$ cat config.mk
export PLATFORM = sky130hd
export DESIGN_NAME = mlbad_div
export DESIGN_NICKNAME = d
export VERILOG_FILES = /design/src/design/mlbad_pkg.sv /design/src/design/mlbad_div.sv
export SDC_FILE = /design/constraint.sdc
export NUM_CORES = 2
export LEC_CHECK = 0
export BUFFER_PORTS_ARGS = -buffer_cell sky130_fd_sc_hd__buf_4
export CAP_MARGIN = 30
export CORE_MARGIN = 1.5
export CORE_UTILIZATION = 37
export DETAILED_ROUTE_END_ITERATION = 10
export GPL_TIMING_DRIVEN = 1
export HOLD_SLACK_MARGIN = 0.02
export PLACE_DENSITY = 0.49
export SLEW_MARGIN = 10
export SYNTH_ARGS = -nofsm -noshare
export SYNTH_HDL_FRONTEND = slang
export SYNTH_SLANG_ARGS = --single-unit
$ cat constraint.sdc
create_clock -name aclk -period 3.2 [get_ports aclk]
set_input_delay 0.16 -clock aclk [delete_from_list [all_inputs] [get_ports aclk]]
set_output_delay 0.16 -clock aclk [all_outputs]
set_load 0.05 [all_outputs]
$ cat src/design/mlbad_pkg.sv
// Shared types, constants and helper functions of the multilook box-average decimator.
// Used by every module of the block and by its checker; depends on nothing else.
`default_nettype none

package mlbad_pkg;

    // Field and port widths.
    localparam int SAMPLE_W   = 32;
    localparam int COL_W      = 10;
    localparam int WIN_W      = 16;
    localparam int DIVR_W     = 10;
    localparam int CFG_IDX_W  = 3;
    localparam int CFG_DATA_W = 16;
    localparam int S_TDATA_W  = 32;
    localparam int M_TDATA_W  = 48;
    localparam int PAD_W      = M_TDATA_W - COL_W - SAMPLE_W;

    // Default sizes of the line buffer and of the look factors.
    localparam int DEF_MAX_OUT_COLS = 1024;
    localparam int DEF_MAX_LOOK     = 16;

    // Configuration register indexes.
    localparam logic [CFG_IDX_W-1:0] CFG_ROW_WIDTH   = 3'd0;
    localparam logic [CFG_IDX_W-1:0] CFG_COL_OFFSET  = 3'd1;
    localparam logic [CFG_IDX_W-1:0] CFG_OUT_COLS    = 3'd2;
    localparam logic [CFG_IDX_W-1:0] CFG_NLOOK_ROW   = 3'd3;
    localparam logic [CFG_IDX_W-1:0] CFG_NLOOK_COL   = 3'd4;
    localparam logic [CFG_IDX_W-1:0] CFG_SUBSAMP_ROW = 3'd5;
    localparam logic [CFG_IDX_W-1:0] CFG_SUBSAMP_COL = 3'd6;

    // Largest look or subsampling factor that a 5-bit register can reach.
    function automatic int look_cap(input int max_look);
        return (max_look < 31) ? max_look : 31;
    endfunction

    // Largest window period and largest window size.
    function automatic int period_max(input int max_look);
        return look_cap(max_look) * look_cap(max_look);
    endfunction

    // Width of the row phase and of the position within a window period.
    function automatic int phase_w(input int max_look);
        int pm;
        pm = period_max(max_look);
        return (pm > 1) ? $clog2(pm) : 1;
    endfunction

    // Width of a window sum: one sample plus the growth of the largest window.
    function automatic int acc_w(input int max_look);
        int pm;
        pm = period_max(max_look);
        return SAMPLE_W + ((pm > 1) ? $clog2(pm) : 0);
    endfunction

    // Address width of the line buffer.
    function automatic int addr_w(input int max_out_cols);
        return (max_out_cols > 1) ? $clog2(max_out_cols) : 1;
    endfunction

    // Result buffer depth: covers the full divider latency.
    function automatic int obuf_depth(input int max_look);
        return 2 ** $clog2(acc_w(max_look) + 8);
    endfunction

    // A zero factor acts as one, a factor above the cap acts as the cap.
    function automatic logic [4:0] look_clamp(input logic [4:0] v, input int cap);
        logic [4:0] r;
        if (v == 5'd0) begin
            r = 5'd1;
        end else if (int'(v) > cap) begin
            r = 5'(cap);
        end else begin
            r = v;
        end
        return r;
    endfunction

    // One accepted item as seen by the line buffer.
    typedef struct packed {
        logic                       valid;
        logic                       init;
        logic                       close;
        logic                       last;
        logic [WIN_W-1:0]           win;
        logic [COL_W-1:0]           column;
        logic [DIVR_W-1:0]          divisor;
        logic signed [SAMPLE_W-1:0] sample;
    } cmd_t;

    // Tag that travels with a closed window through the divider.
    typedef struct packed {
        logic              last;
        logic [COL_W-1:0]  column;
        logic [DIVR_W-1:0] divisor;
    } meta_t;

    // One finished output item.
    typedef struct packed {
        logic                last;
        logic [COL_W-1:0]    column;
        logic [SAMPLE_W-1:0] average;
    } res_t;

endpackage

`default_nettype wire

$ cat src/design/mlbad_div.sv
// Pipelined signed divider: window sum over window size, truncated toward zero.
// Depends on mlbad_pkg; one quotient bit per stage, one item may enter each cycle.
`default_nettype none

module mlbad_div
    import mlbad_pkg::*;
#(
    parameter int MAX_LOOK = DEF_MAX_LOOK
) (
    input  wire logic                                aclk,
    input  wire logic                                aresetn,
    input  wire logic                                in_valid,
    input  wire logic signed [acc_w(MAX_LOOK)-1:0]   in_sum,
    input  wire meta_t                               in_meta,
    output logic                                     res_valid,
    output res_t                                     res
);

    localparam int ACC_W = acc_w(MAX_LOOK);
    localparam int N     = ACC_W;

    logic              v_reg   [0:N];
    logic              neg_reg [0:N];
    logic [DIVR_W-1:0] rem_reg [0:N];
    logic [ACC_W-1:0]  dvd_reg [0:N];
    meta_t             tag_reg [0:N];

    logic [ACC_W-1:0]    sum_u, mag;
    logic [SAMPLE_W-1:0] quo;
    logic                res_valid_reg;
    res_t                res_reg;

    // Entry stage: magnitude and sign of the sum.
    always_comb begin
        sum_u = in_sum;
        mag   = in_sum[ACC_W-1] ? (~sum_u + ACC_W'(1)) : sum_u;
    end

    always_ff @(posedge aclk) begin
        if (!aresetn) begin
            v_reg[0] <= 1'b0;
        end else begin
            v_reg[0] <= in_valid;
        end
    end

    always_ff @(posedge aclk) begin
        neg_reg[0] <= in_sum[ACC_W-1];
        rem_reg[0] <= '0;
        dvd_reg[0] <= mag;
        tag_reg[0] <= in_meta;
    end

    // Restoring division, one quotient bit per stage.
    for (genvar k = 1; k <= N; k++) begin : g_stage
        logic [DIVR_W:0] trial;
        logic            ge;

        always_comb begin
            trial = {rem_reg[k-1], dvd_reg[k-1][ACC_W-1]};
            ge    = trial >= {1'b0, tag_reg[k-1].divisor};
        end

        always_ff @(posedge aclk) begin
            if (!aresetn) begin
                v_reg[k] <= 1'b0;
            end else begin
                v_reg[k] <= v_reg[k-1];
            end
        end

        always_ff @(posedge aclk) begin
            neg_reg[k] <= neg_reg[k-1];
            rem_reg[k] <= ge ? DIVR_W'(trial - {1'b0, tag_reg[k-1].divisor})
                             : DIVR_W'(trial);
            dvd_reg[k] <= {dvd_reg[k-1][ACC_W-2:0], ge};
            tag_reg[k] <= tag_reg[k-1];
        end
    end

    // Exit stage: restore the sign.
    assign quo = dvd_reg[N][SAMPLE_W-1:0];

    always_ff @(posedge aclk) begin
        if (!aresetn) begin
            res_valid_reg <= 1'b0;
        end else begin
            res_valid_reg <= v_reg[N];
        end
    end

    always_ff @(posedge aclk) begin
        res_reg.average <= neg_reg[N] ? (~quo + SAMPLE_W'(1)) : quo;
        res_reg.column  <= tag_reg[N].column;
        res_reg.last    <= tag_reg[N].last;
    end

    assign res_valid = res_valid_reg;
    assign res       = res_reg;

endmodule

`default_nettype wire

==> results.cfg <==
[run_status]
status = complete, no violations

[die]
start_util_pct = 37.2
dieHeight_um = 462
rows = 168
ios = 108
dieArea_sq_um = 214000
die_w_um = 462
coreArea_sq_um = 210000

[logic_synthesis]
syn_area_sq_um = 78100
synth_top_area_cell = dfxtp_1
yosys-top-cells-count = 2715 x dfxtp_1, 524 x inv_1, 394 x ha_1
synth.most_common_cell = dfxtp_1
synth.area.top_cells = dfxtp_1 70%, ha_1 6.3%, mux2_2 4.4%
netlist_instances = 5971
ys_seq_area_share_pct = 69.6
ys_types = 60
synth_top_area_share_pct = 69.6
ys_ff_latch = 2715
syn_nets = 6467
syn_area_per_cell_sq_um = 13.1
async_reset_ff_share_pct = 0
synth_ff_type = dfxtp_1
synth_edf_count = 0
yosys_warnings = 0

[timing]
max_slew_margin_pct = 41.6
period_share_pct = 90.3
tightest_slew_ns = 0.868
skew_ns = 0.0510
fin_ws_ns = 0.310
setup_viol = 0
rsz0062_at_grt = no
fmax_mhz = 346
setup_tns_ns = 0
finalHoldViolCount = 0
drv_slew = 0
period_minus_slack_ns = 2.89

[clock_tree]
cts_resized = 0
clk_pin_slew_ns = 0.06
htreeDepth = 5
clock_latency_ns = 0.88
clockBufferDepth = 4
cts_tree = done
cts_setup_buffers = 0
clock_sinks = 2715
root_buffer = clkbuf_16
hold_buffers = 159
cts_buffers = 298

[finish]
seq_area_sq_um = 54400
drive_gt1_share_pct = 14.1
synthToLayoutAreaGrowth_pct = 20.5
fin_nets = 7051
post-route-cell-area_sq_um = 94100
fillCellCount = 19100
largest_register_ffs = 1348
fin_cells = 9570
multi_input_area_sq_um = 21700

[worst_setup_path]
cp.arrival_ns = 3.64
required_ns = 3.95
crit_chain = inv_1 > ha_1 > nor2b_1 > o31a_1 > o21ai_0 > o31a_1 > o31ai_1 > buf_4 > mux2_2
startpoint_type = flip-flop
cp-end-kind = flip-flop
slowest_delay_ns = 0.60
critPathKind = flip-flop to flip-flop
cpMaxStageDelayCell = o31ai_1
path_delay_family = compound AO/OA/AOI/OAI gates
crit_buf_inv = 2
crit_top_cell = o31a_1
worstPathMaxFanout = 7

[global_route]
grt_usage_pct = 11.4
grt_pass1_vias = 41400
grt_pass1_wl_um = 205000
antenna_found_initial = 4
grt_max_degree = 43
grt-ovfl-total = 0

[power]
power_uw = 101000
p_per_area_nw_per_um2 = 1070
ir_worst_vdd_mv = 0.616
p_leak_uw = 0.0410

[drt]
drt_iter0_markers = 1738
viasPerCell = 4.28
drt-wirelength-per-cell_um = 12.7
antenna_left = 0
vias = 41000
wirelength_um = 122000
dr.pass1.iters = 5
drc = 0

[placement]
place_ws_ns = 0.332
gp_congestion = 0.766
io_buffers = 107
hpwl_um = 83300
dp.cells = 8901
placed_area_sq_um = 82600

[min_path]
worstHoldPathType = primary input to flip-flop

[flow_run]
cap_violations = 0
[where the power goes]
part           switching [uW]  leakage [uW]  internal, uW
clock network           12700       0.00488         21000
logic                   11900        0.0132         11400
registers                2810        0.0229         41400
[cell usage in the layout, fill, tap and decap left out, types with 49 or more instances in the layout]
cell type      count
xor2_1           112
or3_1             52
nand3_1          108
xnor2_1          181
and3_1            49
nor2_1           212
o21bai_1          56
dfxtp_1         2715
nand2_1          142
a31oi_1           50
mux2_2           307
and2_1            62
inv_1            524
o21ai_0          166
ha_1             394
dlygate4sd3_1    159
clkbuf_16        304
a21oi_1          191
o31ai_1           50
buf_4            148
clkbuf_8          63
o21a_1            79
a21o_1            59
[area by class of cell]
cell class,count,share of cell area [%]
tap,2805,3.73
timing repair buffer,308,2.89
inverter,524,2.09
clock inverter,93,1.33
multi-input combinational,2708,23.0
sequential,2715,57.7
antenna,3,0.00798
clock buffer,414,9.19
[metal layers]
| layer | vias to the layer above | global-route usage [%] | part of all wire (%) |
|---|---|---|---|
| met5 | - | 0 | 0 |
| met2 | 645 | 17.1 | 42 |
| met3 | 278 | 2.98 | 4.8 |
| met1 | 18700 | 15.8 | 51 |
| met4 | 0 | 4.08 | 2.5 |
| li1 | 21300 | - | - |
[metrics by stage]
step / utilization [%] / hold WS, ns
6_report: 44.9 / 0.168
3_3_place_gp: 39.4 / 0.264
2_1_floorplan: - / 0.188
5_1_grt: 44.9 / 0.119
3_5_place_dp: 39.4 / 0.266
4_1_cts: 44.9 / 0.0610
[worst min-delay path, delay by kind of cell]
family                 cells  cell delay, ns
buffers and inverters      2            0.69
XOR/XNOR                   1            0.12
[kinds of logic after synthesis]
family	after synthesis	share of synthesized area, %
AO/OA/AOI/OAI	884	7.49
XOR/XNOR	293	3.29
adder cells (fa/ha/maj)	432	7.29
buffers and inverters	548	2.66
flip-flops	2715	69.6
multiplexers	343	4.89
AND/OR/NAND/NOR	756	4.80
[path summary, 6_finish.rpt]
check,startpoint,to,slack (ns),cells past startpoint
min reg2reg,dvd_reg[1][314]$_DFF_P_,dvd_reg[2][35]$_DFF_P_,0.28,0
min,in_sum[31],dvd_reg[0][31]$_DFF_P_,0.17,3
max reg2reg,tag_reg[35][1]$_DFF_P_,rem_reg[36][2]$_DFF_P_,0.31,9
max,tag_reg[35][1]$_DFF_P_,rem_reg[36][2]$_DFF_P_,0.31,9
Note: power is estimated with default switching activity, not from simulation.
