### src/design/mlbad_pkg.sv
// Shared types, constants and helper functions of the multilook box-average decimator.
// Used by every module of the block and by its checker; depends on nothing else.
`default_nettype none

package mlbad_pkg;

    // Field and port widths.
    localparam int SAMPLE_W   = 32;
    localparam int COL_W      = 10;
    localparam int WIN_W      = 16;
    localparam int DIVR_W     = 10;
    localparam int CFG_IDX_W  = 3;
    localparam int CFG_DATA_W = 16;
    localparam int S_TDATA_W  = 32;
    localparam int M_TDATA_W  = 48;
    localparam int PAD_W      = M_TDATA_W - COL_W - SAMPLE_W;

    // Default sizes of the line buffer and of the look factors.
    localparam int DEF_MAX_OUT_COLS = 1024;
    localparam int DEF_MAX_LOOK     = 16;

    // Configuration register indexes.
    localparam logic [CFG_IDX_W-1:0] CFG_ROW_WIDTH   = 3'd0;
    localparam logic [CFG_IDX_W-1:0] CFG_COL_OFFSET  = 3'd1;
    localparam logic [CFG_IDX_W-1:0] CFG_OUT_COLS    = 3'd2;
    localparam logic [CFG_IDX_W-1:0] CFG_NLOOK_ROW   = 3'd3;
    localparam logic [CFG_IDX_W-1:0] CFG_NLOOK_COL   = 3'd4;
    localparam logic [CFG_IDX_W-1:0] CFG_SUBSAMP_ROW = 3'd5;
    localparam logic [CFG_IDX_W-1:0] CFG_SUBSAMP_COL = 3'd6;

    // Largest look or subsampling factor that a 5-bit register can reach.
    function automatic int look_cap(input int max_look);
        return (max_look < 31) ? max_look : 31;
    endfunction

    // Largest window period and largest window size.
    function automatic int period_max(input int max_look);
        return look_cap(max_look) * look_cap(max_look);
    endfunction

    // Width of the row phase and of the position within a window period.
    function automatic int phase_w(input int max_look);
        int pm;
        pm = period_max(max_look);
        return (pm > 1) ? $clog2(pm) : 1;
    endfunction

    // Width of a window sum: one sample plus the growth of the largest window.
    function automatic int acc_w(input int max_look);
        int pm;
        pm = period_max(max_look);
        return SAMPLE_W + ((pm > 1) ? $clog2(pm) : 0);
    endfunction

    // Address width of the line buffer.
    function automatic int addr_w(input int max_out_cols);
        return (max_out_cols > 1) ? $clog2(max_out_cols) : 1;
    endfunction

    // Result buffer depth: covers the full divider latency.
    function automatic int obuf_depth(input int max_look);
        return 2 ** $clog2(acc_w(max_look) + 8);
    endfunction

    // A zero factor acts as one, a factor above the cap acts as the cap.
    function automatic logic [4:0] look_clamp(input logic [4:0] v, input int cap);
        logic [4:0] r;
        if (v == 5'd0) begin
            r = 5'd1;
        end else if (int'(v) > cap) begin
            r = 5'(cap);
        end else begin
            r = v;
        end
        return r;
    endfunction

    // One accepted item as seen by the line buffer.
    typedef struct packed {
        logic                       valid;
        logic                       init;
        logic                       close;
        logic                       last;
        logic [WIN_W-1:0]           win;
        logic [COL_W-1:0]           column;
        logic [DIVR_W-1:0]          divisor;
        logic signed [SAMPLE_W-1:0] sample;
    } cmd_t;

    // Tag that travels with a closed window through the divider.
    typedef struct packed {
        logic              last;
        logic [COL_W-1:0]  column;
        logic [DIVR_W-1:0] divisor;
    } meta_t;

    // One finished output item.
    typedef struct packed {
        logic                last;
        logic [COL_W-1:0]    column;
        logic [SAMPLE_W-1:0] average;
    } res_t;

endpackage

`default_nettype wire

### src/design/mlbad_obuf.sv
// Result buffer: a memory queue with a registered read into the output item register.
// Depends on mlbad_pkg; keeps the slot reservation count that throttles closing items.
`default_nettype none

module mlbad_obuf
    import mlbad_pkg::*;
#(
    parameter int MAX_LOOK = DEF_MAX_LOOK
) (
    input  wire logic                 aclk,
    input  wire logic                 aresetn,
    input  wire logic                 reserve,
    output logic                      room,
    input  wire logic                 wr_valid,
    input  wire res_t                 wr_res,
    output logic                      m_tvalid,
    input  wire logic                 m_tready,
    output logic [M_TDATA_W-1:0]      m_tdata,
    output logic                      m_tlast
);

    localparam int DEPTH = obuf_depth(MAX_LOOK);
    localparam int PW    = $clog2(DEPTH);
    localparam int CW    = $clog2(DEPTH + 1);

    res_t mem [DEPTH];

    logic [PW-1:0] wr_ptr_reg, rd_ptr_reg;
    logic [CW-1:0] fill_reg, fill_next;
    logic [CW-1:0] credit_reg, credit_next;
    logic          out_valid_reg;
    res_t          out_res_reg;
    logic          load, taken;

    assign taken = out_valid_reg && m_tready;
    assign load  = (fill_reg != '0) && (!out_valid_reg || m_tready);
    assign room  = credit_reg < CW'(DEPTH);

    // Slots held from acceptance of a closing item until its result is taken.
    always_comb begin
        credit_next = credit_reg;
        if (reserve && !taken) begin
            credit_next = credit_reg + CW'(1);
        end else if (!reserve && taken) begin
            credit_next = credit_reg - CW'(1);
        end
        fill_next = fill_reg;
        if (wr_valid && !load) begin
            fill_next = fill_reg + CW'(1);
        end else if (!wr_valid && load) begin
            fill_next = fill_reg - CW'(1);
        end
    end

    // Queue storage with a registered read.
    always_ff @(posedge aclk) begin
        if (wr_valid) begin
            mem[wr_ptr_reg] <= wr_res;
        end
        if (load) begin
            out_res_reg <= mem[rd_ptr_reg];
        end
    end

    // Pointers, counts and the output valid.
    always_ff @(posedge aclk) begin
        if (!aresetn) begin
            wr_ptr_reg    <= '0;
            rd_ptr_reg    <= '0;
            fill_reg      <= '0;
            credit_reg    <= '0;
            out_valid_reg <= 1'b0;
        end else begin
            fill_reg   <= fill_next;
            credit_reg <= credit_next;
            if (wr_valid) begin
                wr_ptr_reg <= wr_ptr_reg + PW'(1);
            end
            if (load) begin
                rd_ptr_reg    <= rd_ptr_reg + PW'(1);
                out_valid_reg <= 1'b1;
            end else if (m_tready) begin
                out_valid_reg <= 1'b0;
            end
        end
    end

    assign m_tvalid = out_valid_reg;
    assign m_tdata  = {{PAD_W{1'b0}}, out_res_reg.column, out_res_reg.average};
    assign m_tlast  = out_res_reg.last;

endmodule

`default_nettype wire

### config.mk
export PLATFORM = sky130hd
export DESIGN_NAME = mlbad_obuf
export DESIGN_NICKNAME = d
export VERILOG_FILES = /design/src/design/mlbad_pkg.sv /design/src/design/mlbad_obuf.sv
export SDC_FILE = /design/constraint.sdc
export NUM_CORES = 2
export LEC_CHECK = 0
export ABC_AREA = 1
export BUFFER_PORTS_ARGS = -buffer_cell sky130_fd_sc_hd__buf_2
export CORE_ASPECT_RATIO = 2
export CORE_MARGIN = 4
export CORE_UTILIZATION = 57
export CTS_CLUSTER_DIAMETER = 30
export CTS_CLUSTER_SIZE = 8
export DETAILED_ROUTE_END_ITERATION = 6
export GPL_ROUTABILITY_DRIVEN = 0
export GPL_TIMING_DRIVEN = 1
export PLACE_DENSITY_LB_ADDON = 0.15
export SLEW_MARGIN = 20
export SYNTH_ARGS = -nofsm -noshare
export SYNTH_HDL_FRONTEND = slang
export SYNTH_SLANG_ARGS = --single-unit
### constraint.sdc
create_clock -name aclk -period 6.4 [get_ports aclk]
set_input_delay 0.96 -clock aclk [delete_from_list [all_inputs] [get_ports aclk]]
set_output_delay 0.96 -clock aclk [all_outputs]
set_load 0.02 [all_outputs]
==> flow_summary.json <==
{
  "status": "finished clean",
  "clkPwrFrac_pct": 36.2,
  "synth_area_per_cell_sq_um": 11.13,
  "r2r_setup_slack_ns": 2.46,
  "hold_viol": 0,
  "die_h_um": 647.3,
  "met1_usage_pct": 41.91,
  "rr_endpoint": "m_tdata[31]$_DFFE_PP_",
  "crit_end": "m_tdata[31]$_DFFE_PP_",
  "routed_wl_mm": 364.7,
  "cts_sinks": 2822,
  "reg2reg_depth": 8,
  "cts_tree": "done",
  "htreeDepth": 5,
  "period_share_pct": 61.52,
  "synth_edf_count": 2795,
  "drive_gt1_share_pct": 7.857,
  "p_sw_share_pct": 32.92,
  "clockBufferDepth": 4,
  "ant_nets": 0,
  "yosys-top-cells-count": "3507 x nand2_1, 2795 x edfxtp_1, 1156 x nand3_1",
  "post-dp-hpwl_mm": 198.9,
  "regMostFlops": "mem",
  "coreArea_sq_um": 203200,
  "antenna_found_initial": 20,
  "endpoint_kind": "flip-flop",
  "ys_ff_latch": 2822,
  "clk_pin_slew_ns": 0.05,
  "drc": 0,
  "cp_max_fo": 48,
  "synthesis.area_sq_um": 116500,
  "cts-root-buf": "clkbuf_16",
  "routedWlPerCell_um": 27.20,
  "grtUsageMet2_pct": 57.08,
  "grt_overflow": 0,
  "rows": 234,
  "start_util_pct": 57.33,
  "cts_resized": 0,
  "internal_power_uw": 35830,
  "drv_slew": 0,
  "grt_pass1_vias": 78175,
  "setup.worst_path.start": "rd_ptr_reg[2]$_SDFFE_PN0P_",
  "drt-pass1-iter-count": 6,
  "drtIter0Drc": 10180,
  "p_sw_uw": 17590,
  "synth_top_area_share_pct": 72.05,
  "slew_headroom_pct": 18.87,
  "cts_buffers": 414,
  "p_seq_share_pct": 39.6,
  "reg2reg_from": "rd_ptr_reg[2]$_SDFFE_PN0P_",
  "die_area_sq_um": 212100,
  "ys_warn_count": 0,
  "synth.area.top_cells": "edfxtp_1 72%, nand2_1 11%, nand3_1 5.0%, nor2_1 3.7%, inv_1 1.8%",
  "worstMarginPinSlew_ns": 1.217,
  "grt_setup_unrepaired": "false",
  "ir_drop_v": 0.0003890,
  "grt_pass1_wl_mm": 523.3,
  "grt_busiest_layer": "met2",
  "setup_viol": 0,
  "use_met3_pct": 6.368,
  "final_cell_area_sq_um": 131100,
  "grt_start_max_net_pins": 202,
  "clkLatencyLatePin_ns": 0.89,
  "ys.flop_type": "edfxtp_1",
  "fmax_ghz": 0.2540,
  "viasPerCell": 5.974,
  "startpoint_type": "flip-flop",
  "grt_util_all_layers_pct": 34.03,
  "p_per_area_nw_per_um2": 407.6,
  "yosysSeqAreaShare_pct": 72.51,
  "final.setup_skew_ns": 0.04174,
  "total_power_uw": 53420,
  "combPwrFrac_pct": 24.2,
  "vias": 80079,
  "synth_top_cell_by_area": "edfxtp_1",
  "min_path_type": "in2reg",
  "register_area_sq_um": 84490,
  "multi_input_area_sq_um": 27440,
  "nNetsFinal": 10623,
  "ys_async_sr_fraction_pct": 0,
  "setup_tns_ns": 0,
  "largest_reg_flops": 2752,
  "cts_setup_buffers": 0,
  "maxCapViolCount": 0,
  "nFillCells": 15334,
  "netlist_instances": 10463,
  "die_x_um": 327.7,
  "io-pin-count": 99,
  "port_buffers": 92,
  "synth_most_common_cell": "nand2_1",
  "areaGrowthSynthToFinish_pct": 12.51,
  "critical_path_class": "reg2reg",
  "required_ns": 7.04,
  "synth_cell_types": 30,
  "leakagePower_uw": 0.04976,
  "place_area_sq_um": 119700,
  "post-route-min-period_ns": 3.937,
  "cp.arrival_ns": 4.57,
  "ctsHoldBuffers": 0
}
-- per-stage QoR --
stage               utilization (%)  hold slack (ns)  worst slack [ns]  std cells
global route                  64.49           0.3357             2.428      13393
detailed placement            58.92           0.4825             2.447      12856
finish                        64.51           0.3491             2.463      13405
floorplan                         -           0.4555           0.01063      10468
global placement              58.85           0.4788             2.459      12849
CTS                           64.49           0.2988             2.639      13392
-- worst min path at each step --
stage	slack, ns	from	depth (start not counted)	to
4_1_cts	0.30	wr_res[6]	1	mem[18][6]$_DFFE_PP_
2_1_floorplan	0.46	credit_reg[3]$_SDFFE_PN0P_	2	credit_reg[3]$_SDFFE_PN0P_
3_3_place_gp	0.48	credit_reg[6]$_SDFFE_PN0P_	2	credit_reg[6]$_SDFFE_PN0P_
6_report	0.35	wr_res[6]	1	mem[16][6]$_DFFE_PP_
5_1_grt	0.34	wr_res[6]	1	mem[17][6]$_DFFE_PP_
3_5_place_dp	0.48	credit_reg[6]$_SDFFE_PN0P_	2	credit_reg[6]$_SDFFE_PN0P_
-- cells in the final DEF (no fill, tap or decap), types with 69 or more instances in the layout --
cell / n
edfxtp_1: 2795
inv_1: 548
clkbuf_16: 420
nand2_1: 3506
buf_4: 163
a21oi_1: 191
nand3_1: 1156
nor2_1: 1082
o21ai_0: 411
buf_2: 69
-- layout make-up --
cell class / count / area share, %
multi-input combinational: 6498 / 20.93
antenna: 13 / 0.02482
clock inverter: 65 / 0.4305
sequential: 2822 / 64.46
tap: 2714 / 2.591
inverter: 556 / 1.629
timing repair buffer: 266 / 1.730
clock buffer: 471 / 8.203
-- critical path, stage by stage, from the launching register on --
cell and delay (ns):
dfxtp_4 0.87, inv_8 0.38, nand2_4 0.74, buf_4 0.80, a21oi_1 0.10, nor2_1 0.15
nand2_1 0.17, nand3_1 0.24, nand2_1 0.09
-- cells by family after synthesis --
logic type,share of synthesized area [%]
buffers and inverters,4.369
AOI/OAI and AO/OA,2.635
other,0.003219
adders and majority gates,0.1955
DFF,72.51
and+or+nand+nor,20.20
xor gates and xnor gates,0.09022
-- per-layer routing --
metal | up-vias | wire [um]
met2 | 4917 | 179100
met1 | 38813 | 125100
li1 | 35286 | -
met5 | - | 55
met4 | 8 | 23110
met3 | 1055 | 37350
-- power by group through the flow --
stage	clock network [uW]	registers [uW]	logic, uW
2_1_floorplan	0	21300	8440
6_report	19300	21200	12900
4_1_cts	19400	21100	12800
3_3_place_gp	0	21500	12600
5_1_grt	20300	21100	14000
3_5_place_dp	0	21500	12700
(Power assumes the default switching activity.)
