### src/design/mlbad_pkg.sv
// Shared types, constants and helper functions of the multilook box-average decimator.
// Used by every module of the block and by its checker; depends on nothing else.
`default_nettype none

package mlbad_pkg;

    // Field and port widths.
    localparam int SAMPLE_W   = 32;
    localparam int COL_W      = 10;
    localparam int WIN_W      = 16;
    localparam int DIVR_W     = 10;
    localparam int CFG_IDX_W  = 3;
    localparam int CFG_DATA_W = 16;
    localparam int S_TDATA_W  = 32;
    localparam int M_TDATA_W  = 48;
    localparam int PAD_W      = M_TDATA_W - COL_W - SAMPLE_W;

    // Default sizes of the line buffer and of the look factors.
    localparam int DEF_MAX_OUT_COLS = 1024;
    localparam int DEF_MAX_LOOK     = 16;

    // Configuration register indexes.
    localparam logic [CFG_IDX_W-1:0] CFG_ROW_WIDTH   = 3'd0;
    localparam logic [CFG_IDX_W-1:0] CFG_COL_OFFSET  = 3'd1;
    localparam logic [CFG_IDX_W-1:0] CFG_OUT_COLS    = 3'd2;
    localparam logic [CFG_IDX_W-1:0] CFG_NLOOK_ROW   = 3'd3;
    localparam logic [CFG_IDX_W-1:0] CFG_NLOOK_COL   = 3'd4;
    localparam logic [CFG_IDX_W-1:0] CFG_SUBSAMP_ROW = 3'd5;
    localparam logic [CFG_IDX_W-1:0] CFG_SUBSAMP_COL = 3'd6;

    // Largest look or subsampling factor that a 5-bit register can reach.
    function automatic int look_cap(input int max_look);
        return (max_look < 31) ? max_look : 31;
    endfunction

    // Largest window period and largest window size.
    function automatic int period_max(input int max_look);
        return look_cap(max_look) * look_cap(max_look);
    endfunction

    // Width of the row phase and of the position within a window period.
    function automatic int phase_w(input int max_look);
        int pm;
        pm = period_max(max_look);
        return (pm > 1) ? $clog2(pm) : 1;
    endfunction

    // Width of a window sum: one sample plus the growth of the largest window.
    function automatic int acc_w(input int max_look);
        int pm;
        pm = period_max(max_look);
        return SAMPLE_W + ((pm > 1) ? $clog2(pm) : 0);
    endfunction

    // Address width of the line buffer.
    function automatic int addr_w(input int max_out_cols);
        return (max_out_cols > 1) ? $clog2(max_out_cols) : 1;
    endfunction

    // Result buffer depth: covers the full divider latency.
    function automatic int obuf_depth(input int max_look);
        return 2 ** $clog2(acc_w(max_look) + 8);
    endfunction

    // A zero factor acts as one, a factor above the cap acts as the cap.
    function automatic logic [4:0] look_clamp(input logic [4:0] v, input int cap);
        logic [4:0] r;
        if (v == 5'd0) begin
            r = 5'd1;
        end else if (int'(v) > cap) begin
            r = 5'(cap);
        end else begin
            r = v;
        end
        return r;
    endfunction

    // One accepted item as seen by the line buffer.
    typedef struct packed {
        logic                       valid;
        logic                       init;
        logic                       close;
        logic                       last;
        logic [WIN_W-1:0]           win;
        logic [COL_W-1:0]           column;
        logic [DIVR_W-1:0]          divisor;
        logic signed [SAMPLE_W-1:0] sample;
    } cmd_t;

    // Tag that travels with a closed window through the divider.
    typedef struct packed {
        logic              last;
        logic [COL_W-1:0]  column;
        logic [DIVR_W-1:0] divisor;
    } meta_t;

    // One finished output item.
    typedef struct packed {
        logic                last;
        logic [COL_W-1:0]    column;
        logic [SAMPLE_W-1:0] average;
    } res_t;

endpackage

`default_nettype wire

### src/design/mlbad_ctrl.sv
// Configuration registers, raster counters and window tracking of the decimator.
// Depends on mlbad_pkg; feeds mlbad_acc with one command per accepted item inside a window.
`default_nettype none

module mlbad_ctrl
    import mlbad_pkg::*;
#(
    parameter int MAX_OUT_COLS = DEF_MAX_OUT_COLS,
    parameter int MAX_LOOK     = DEF_MAX_LOOK
) (
    input  wire logic                       aclk,
    input  wire logic                       aresetn,
    input  wire logic                       cfg_valid,
    output logic                            cfg_ready,
    input  wire logic [CFG_IDX_W-1:0]       cfg_index,
    input  wire logic [CFG_DATA_W-1:0]      cfg_data,
    input  wire logic                       s_tvalid,
    output logic                            s_tready,
    input  wire logic signed [SAMPLE_W-1:0] s_sample,
    input  wire logic                       room,
    output cmd_t                            cmd
);

    localparam int PH_W      = phase_w(MAX_LOOK);
    localparam int STEP_W    = $clog2(WIN_W + 1);
    localparam logic [1:0] ST_IDLE = 2'd0;
    localparam logic [1:0] ST_LOAD = 2'd1;
    localparam logic [1:0] ST_DIV  = 2'd2;

    logic [15:0] row_width_reg, col_offset_reg;
    logic [10:0] out_cols_reg;
    logic [4:0]  nlook_row_reg, nlook_col_reg, subsamp_row_reg, subsamp_col_reg;

    logic [15:0]      col_reg, col_next;
    logic [PH_W-1:0]  phase_reg, phase_next;
    logic [PH_W-1:0]  within_reg, within_next;
    logic [WIN_W-1:0] win_reg, win_next;

    logic [1:0]        st_reg, st_next;
    logic [STEP_W-1:0] step_reg, step_next;
    logic [DIVR_W-1:0] rem_reg, rem_next;
    logic [WIN_W-1:0]  dvd_reg, dvd_next;

    logic [4:0]        nlr, nlc, ssr, ssc;
    logic [DIVR_W-1:0] rperiod, cperiod, wsize;
    logic [WIN_W-1:0]  ncols;
    logic              in_off, active, init, close, last, closing, accept, row_end, cfg_wr;
    logic [DIVR_W:0]   div_try;
    logic              div_ge;

    // Effective factors after clamping, and the derived periods.
    always_comb begin
        nlr     = look_clamp(nlook_row_reg, MAX_LOOK);
        nlc     = look_clamp(nlook_col_reg, MAX_LOOK);
        ssr     = look_clamp(subsamp_row_reg, MAX_LOOK);
        ssc     = look_clamp(subsamp_col_reg, MAX_LOOK);
        rperiod = DIVR_W'(ssr) * DIVR_W'(nlr);
        cperiod = DIVR_W'(ssc) * DIVR_W'(nlc);
        wsize   = DIVR_W'(nlr) * DIVR_W'(nlc);
        ncols   = ({5'd0, out_cols_reg} > WIN_W'(MAX_OUT_COLS)) ?
                  WIN_W'(MAX_OUT_COLS) : {5'd0, out_cols_reg};
    end

    // Classify the current raster position.
    always_comb begin
        in_off  = col_reg >= col_offset_reg;
        active  = in_off && (DIVR_W'(phase_reg) < DIVR_W'(nlr))
                  && (DIVR_W'(within_reg) < DIVR_W'(nlc)) && (win_reg < ncols);
        init    = (phase_reg == '0) && (within_reg == '0);
        close   = (DIVR_W'(phase_reg) == DIVR_W'(nlr) - DIVR_W'(1))
                  && (DIVR_W'(within_reg) == DIVR_W'(nlc) - DIVR_W'(1));
        last    = (17'(win_reg) + 17'd1) == 17'(ncols);
        closing = active && close;
    end

    // A closing item needs a reserved slot in the result buffer.
    assign cfg_ready = 1'b1;
    assign cfg_wr    = cfg_valid;
    assign s_tready  = (st_reg == ST_IDLE) && (!closing || room);
    assign accept    = s_tvalid && s_tready;

    always_comb begin
        cmd.valid   = accept && active;
        cmd.init    = init;
        cmd.close   = close;
        cmd.last    = last;
        cmd.win     = win_reg;
        cmd.column  = win_reg[COL_W-1:0];
        cmd.divisor = wsize;
        cmd.sample  = s_sample;
    end

    // One restoring division step for the window position after a register write.
    always_comb begin
        div_try = {rem_reg, dvd_reg[WIN_W-1]};
        div_ge  = div_try >= {1'b0, cperiod};
    end

    // Next state of the counters and of the position sequencer.
    always_comb begin
        col_next    = col_reg;
        phase_next  = phase_reg;
        within_next = within_reg;
        win_next    = win_reg;
        st_next     = st_reg;
        step_next   = step_reg;
        rem_next    = rem_reg;
        dvd_next    = dvd_reg;
        row_end     = col_reg == (row_width_reg - 16'd1);

        if (accept) begin
            if (row_end) begin
                col_next = 16'd0;
                if ((DIVR_W + 1)'(phase_reg) + (DIVR_W + 1)'(1) >= (DIVR_W + 1)'(rperiod)) begin
                    phase_next = '0;
                end else begin
                    phase_next = phase_reg + PH_W'(1);
                end
            end else begin
                col_next = col_reg + 16'd1;
            end
            if (col_next == col_offset_reg) begin
                within_next = '0;
                win_next    = '0;
            end else if (col_next > col_offset_reg) begin
                if ((DIVR_W + 1)'(within_reg) + (DIVR_W + 1)'(1) == (DIVR_W + 1)'(cperiod)) begin
                    within_next = '0;
                    win_next    = win_reg + WIN_W'(1);
                end else begin
                    within_next = within_reg + PH_W'(1);
                end
            end
        end

        case (st_reg)
            ST_IDLE: begin
            end
            ST_LOAD: begin
                rem_next  = '0;
                dvd_next  = col_reg - col_offset_reg;
                step_next = STEP_W'(WIN_W);
                st_next   = ST_DIV;
            end
            ST_DIV: begin
                rem_next  = div_ge ? DIVR_W'(div_try - {1'b0, cperiod}) : DIVR_W'(div_try);
                dvd_next  = {dvd_reg[WIN_W-2:0], div_ge};
                step_next = step_reg - STEP_W'(1);
                if (step_reg == STEP_W'(1)) begin
                    within_next = PH_W'(rem_next);
                    win_next    = dvd_next;
                    st_next     = ST_IDLE;
                end
            end
            default: begin
                st_next = ST_IDLE;
            end
        endcase

        // A register write restarts the position computation.
        if (cfg_wr) begin
            st_next = ST_LOAD;
        end
    end

    // Control state.
    always_ff @(posedge aclk) begin
        if (!aresetn) begin
            col_reg    <= '0;
            phase_reg  <= '0;
            within_reg <= '0;
            win_reg    <= '0;
            st_reg     <= ST_IDLE;
        end else begin
            col_reg    <= col_next;
            phase_reg  <= phase_next;
            within_reg <= within_next;
            win_reg    <= win_next;
            st_reg     <= st_next;
        end
    end

    // Sequencer datapath.
    always_ff @(posedge aclk) begin
        step_reg <= step_next;
        rem_reg  <= rem_next;
        dvd_reg  <= dvd_next;
    end

    // Configuration registers; writes beyond the list are ignored.
    always_ff @(posedge aclk) begin
        if (!aresetn) begin
            row_width_reg   <= 16'd1;
            col_offset_reg  <= 16'd0;
            out_cols_reg    <= 11'd1;
            nlook_row_reg   <= 5'd1;
            nlook_col_reg   <= 5'd1;
            subsamp_row_reg <= 5'd1;
            subsamp_col_reg <= 5'd1;
        end else if (cfg_wr) begin
            case (cfg_index)
                CFG_ROW_WIDTH:   row_width_reg   <= cfg_data;
                CFG_COL_OFFSET:  col_offset_reg  <= cfg_data;
                CFG_OUT_COLS:    out_cols_reg    <= cfg_data[10:0];
                CFG_NLOOK_ROW:   nlook_row_reg   <= cfg_data[4:0];
                CFG_NLOOK_COL:   nlook_col_reg   <= cfg_data[4:0];
                CFG_SUBSAMP_ROW: subsamp_row_reg <= cfg_data[4:0];
                CFG_SUBSAMP_COL: subsamp_col_reg <= cfg_data[4:0];
                default: begin
                end
            endcase
        end
    end

endmodule

`default_nettype wire

### config.mk
export PLATFORM = sky130hd
export DESIGN_NAME = mlbad_ctrl
export DESIGN_NICKNAME = d
export VERILOG_FILES = /design/src/design/mlbad_pkg.sv /design/src/design/mlbad_ctrl.sv
export SDC_FILE = /design/constraint.sdc
export NUM_CORES = 1
export LEC_CHECK = 0
export BUFFER_PORTS_ARGS = -buffer_cell sky130_fd_sc_hd__clkbuf_2
export CORE_AREA = 4 4 159 161
export DETAILED_ROUTE_END_ITERATION = 10
export DIE_AREA = 0 0 163 165
export PLACE_DENSITY_LB_ADDON = 0.2
export SYNTH_ARGS = -nofsm -noshare
export SYNTH_HDL_FRONTEND = slang
export SYNTH_SLANG_ARGS = --single-unit
### constraint.sdc
create_clock -name aclk -period 5.5 [get_ports aclk]
set_clock_uncertainty 0.2 [all_clocks]
set_input_delay 0.55 -clock aclk [delete_from_list [all_inputs] [get_ports aclk]]
set_output_delay 0.55 -clock aclk [all_outputs]
set_load 0.03 [all_outputs]
==> out/qor.csv <==
stage;metric;value;unit
setup_path;startpoint_type;flip-flop;
detailed_routing;drtIter0Drc;933;
die;die_width;163;um
cts;insertion_delay;0.43;ns
timing;slew_headroom;19.9;%
synthesis;ys_types;76;
synthesis;yosysWarnings;0;
pwr;pwr-share-seq;37.1;%
setup_path;worstPathRequired;5.49;ns
die;placementRows;57;
pwr;swShare;30.1;%
setup_path;cpPeakStageDelay;0.57;ns
flow_run;maxCapViolCount;0;
die;pin_count;130;
global_route;grtUsageTotal;26.0;%
cells_and_area;nets;1860;
timing;setup_tns;0;ns
cells_and_area;area_growth;10.5;%
cts;cts_buffers;17;
pwr;power_frac_comb;22.0;%
setup_path;crit_path_start;subsamp_col_reg[1];
place;place_area;13500;um2
run_status;status;complete, no violations;
timing;fin_ws;0.276;ns
pwr;pwr-share-clk;41.0;%
worst_hold_path;min_from;cfg_data[14];
cts;clockBufferDepth;2;
timing;worstMarginPinSlew;1.20;ns
pwr;internal_power;2.19;mW
cells_and_area;final_common_cell;nand2_1;
pwr;power_density;219;nW/um2
die;die-area;26900;um2
setup_path;cpLargestDelayFamily;adder cells;
die;die_h;165;um
synthesis;synthCells;1608;
setup_path;crit_fanout;14;
synthesis;synth_area_leaders;dfxtp_1, ha_1, edfxtp_1;
synthesis;syn_area;12900;um2
detailed_routing;antenna_left;0;
detailed_routing;drt_pre_antenna_iters;5;
synthesis;yosysTopAreaCell;dfxtp_1;
global_route;grt_overflow;0;
cells_and_area;final_cell_mix;nand2_1, nor2_1, ha_1;
detailed_routing;via_per_inst;5.78;
setup_path;crit_path_top_delay_cell;fa_1;
setup_path;worst-path-buf-inv;2;
cells_and_area;fill_cells;2223;
setup_path;r2r-start;subsamp_col_reg[1];
synthesis;syn_area_per_cell;8.05;um2
place;post-dp-hpwl;26.9;mm
global_route;grt_pass1_wl;56.5;mm
timing;period_share;95.0;%
setup_path;critPathCaptureType;flip-flop;
global_route;grt_start_max_net_pins;44;
cts;clk_pin_slew;0.06;ns
synthesis;ys_seq_elements;144;
worst_hold_path;hp-class;in2reg;
cells_and_area;design_area;14300;um2
timing;finalSetupViolCount;0;
synthesis;synth_edf_count;31;
timing;finalHoldViolCount;0;
detailed_routing;drc;0;
timing;rsz0062_at_grt;no;
cts;cts_sinks;144;
cells_and_area;diodes;0;
timing;drv_slew;0;
setup_path;crit_top_cell;fa_1;
global_route;antenna_found_initial;0;
place;place.port_buffers;64;
synthesis;synth_flop_cell;dfxtp_1;
detailed_routing;wirelength;34.9;mm
timing;fin_crit;5.22;ns
timing;fin_worst_hold_slack;0.166;ns
global_route;grt_pass1_vias;10900;
cts;htreeDepth;4;
cells_and_area;drive_above_1_share;12.1;%
synthesis;netlist.area_leader.share;17.5;%
pwr;leakage;6.19;nW
die;core_area;24000;um2
detailed_routing;detail_route.wl_per_cell;17.7;um
synthesis;synth_nets;1833;
detailed_routing;vias;11400;
cts;cts_tree;done;
synthesis;ys_async_sr_fraction;0;%
setup_path;critical_path_class;reg2reg;
synthesis;ys_seq_area_share;24.7;%
place;gp_congestion;0.929;
timing;fmax;191;MHz
pwr;peakVddDrop;0.225;mV
setup_path;worstPathArrival;5.21;ns
cts;cts-root-buf;clkbuf_16;
place;place_ws;-0.0187;ns
setup_path;path_cells;nor3_2, o21ai_1, nor2_1, fa_1, fa_1, fa_1, ha_4, inv_1, o21bai_2, xnor2_2, ha_1, or3_1, o21ai_0, a31oi_1, a41oi_2, nand2_1, buf_8, mux2_2, and2_1;
die;initial_core_util;54.0;%
cells_and_area;fin_util;59.7;%
pwr;switchingPower;0.941;mW
## cell usage after synthesis, types with 29 or more instances
library cell / count
o21ai_0: 44
nand2_1: 219
edfxtp_1: 31
nor2_1: 143
dfxtp_1: 113
clkbuf_1: 55
fa_1: 29
ha_1: 140
xnor2_1: 77
buf_4: 47
nand3_1: 68
a21oi_1: 84
inv_1: 111
mux2i_1: 38
xor2_1: 42
## per-layer routing
layer / routed length [um] / GRT usage, %
met1: 15600 / 34.9
met2: 16700 / 43.7
met3: 1830 / 3.94
met4: 806 / 7.36
met5: 0 / 0
## layout make-up
type | instances | area, um2 | area share [%]
multi-input combinational | 1237 | 8870 | 62.0
clock buffer | 18 | 429 | 3.00
sequential | 144 | 3200 | 22.4
timing repair buffer | 120 | 752 | 5.26
inverter | 115 | 432 | 3.02
tap | 324 | 405 | 2.84
clock inverter | 14 | 213 | 1.49
## timing repair
action | CTS | global route
endpoints found under the setup margin | 5 | 24
buffers inserted | 0 | 5
pin swaps | 0 | 7
hold buffers | 0 | 0
gates resized for setup | 3 | 30
## power by group through the flow
| stage | Sequential (mW) | Combinational (mW) | Clock (mW) |
|---|---|---|---|
| global placement | 1.18 | 0.656 | 0 |
| CTS | 1.16 | 0.668 | 1.29 |
| finish | 1.16 | 0.687 | 1.28 |
| global route | 1.16 | 0.744 | 1.34 |
| detailed placement | 1.18 | 0.663 | 0 |
| floorplan | 1.17 | 0.506 | 0 |
## per-stage QoR
stage | instances | power, mW
after floorplan | 1608 | 1.68
after global placement | 1935 | 1.84
after detailed placement | 1935 | 1.84
after CTS | 1967 | 3.12
after global routing | 1972 | 3.25
final | 1972 | 3.13
## worst min-delay path, delay by kind of cell
family | cells | cell delay (ns)
buffers and inverters | 1 | 0.09
AOI/OAI and AO/OA | 1 | 0.05
and+or+nand+nor | 1 | 0.05
## final timing paths
path	to	slack, ns	cells past startpoint
worst min-delay path	col_offset_reg[14]	0.17	3
worst max register to register	rem_reg[5]	0.28	19
worst max-delay path	rem_reg[5]	0.28	19
worst min register to register	col_offset_reg[10]	0.25	2
## kinds of logic (layout without fill, tap and decap cells)
logic type | Yosys count | after routing | synth area share (%)
flops | 144 | 144 | 24.7
fa+ha+maj | 169 | 169 | 18.0
compound gates | 279 | 279 | 14.8
buf+inv | 227 | 267 | 8.04
xor+xnor | 119 | 119 | 8.05
other cells | 1 | 1 | 0.0290
simple gates | 628 | 628 | 23.1
mux | 41 | 41 | 3.20
No activity file was read; power rests on OpenSTA's default activity.
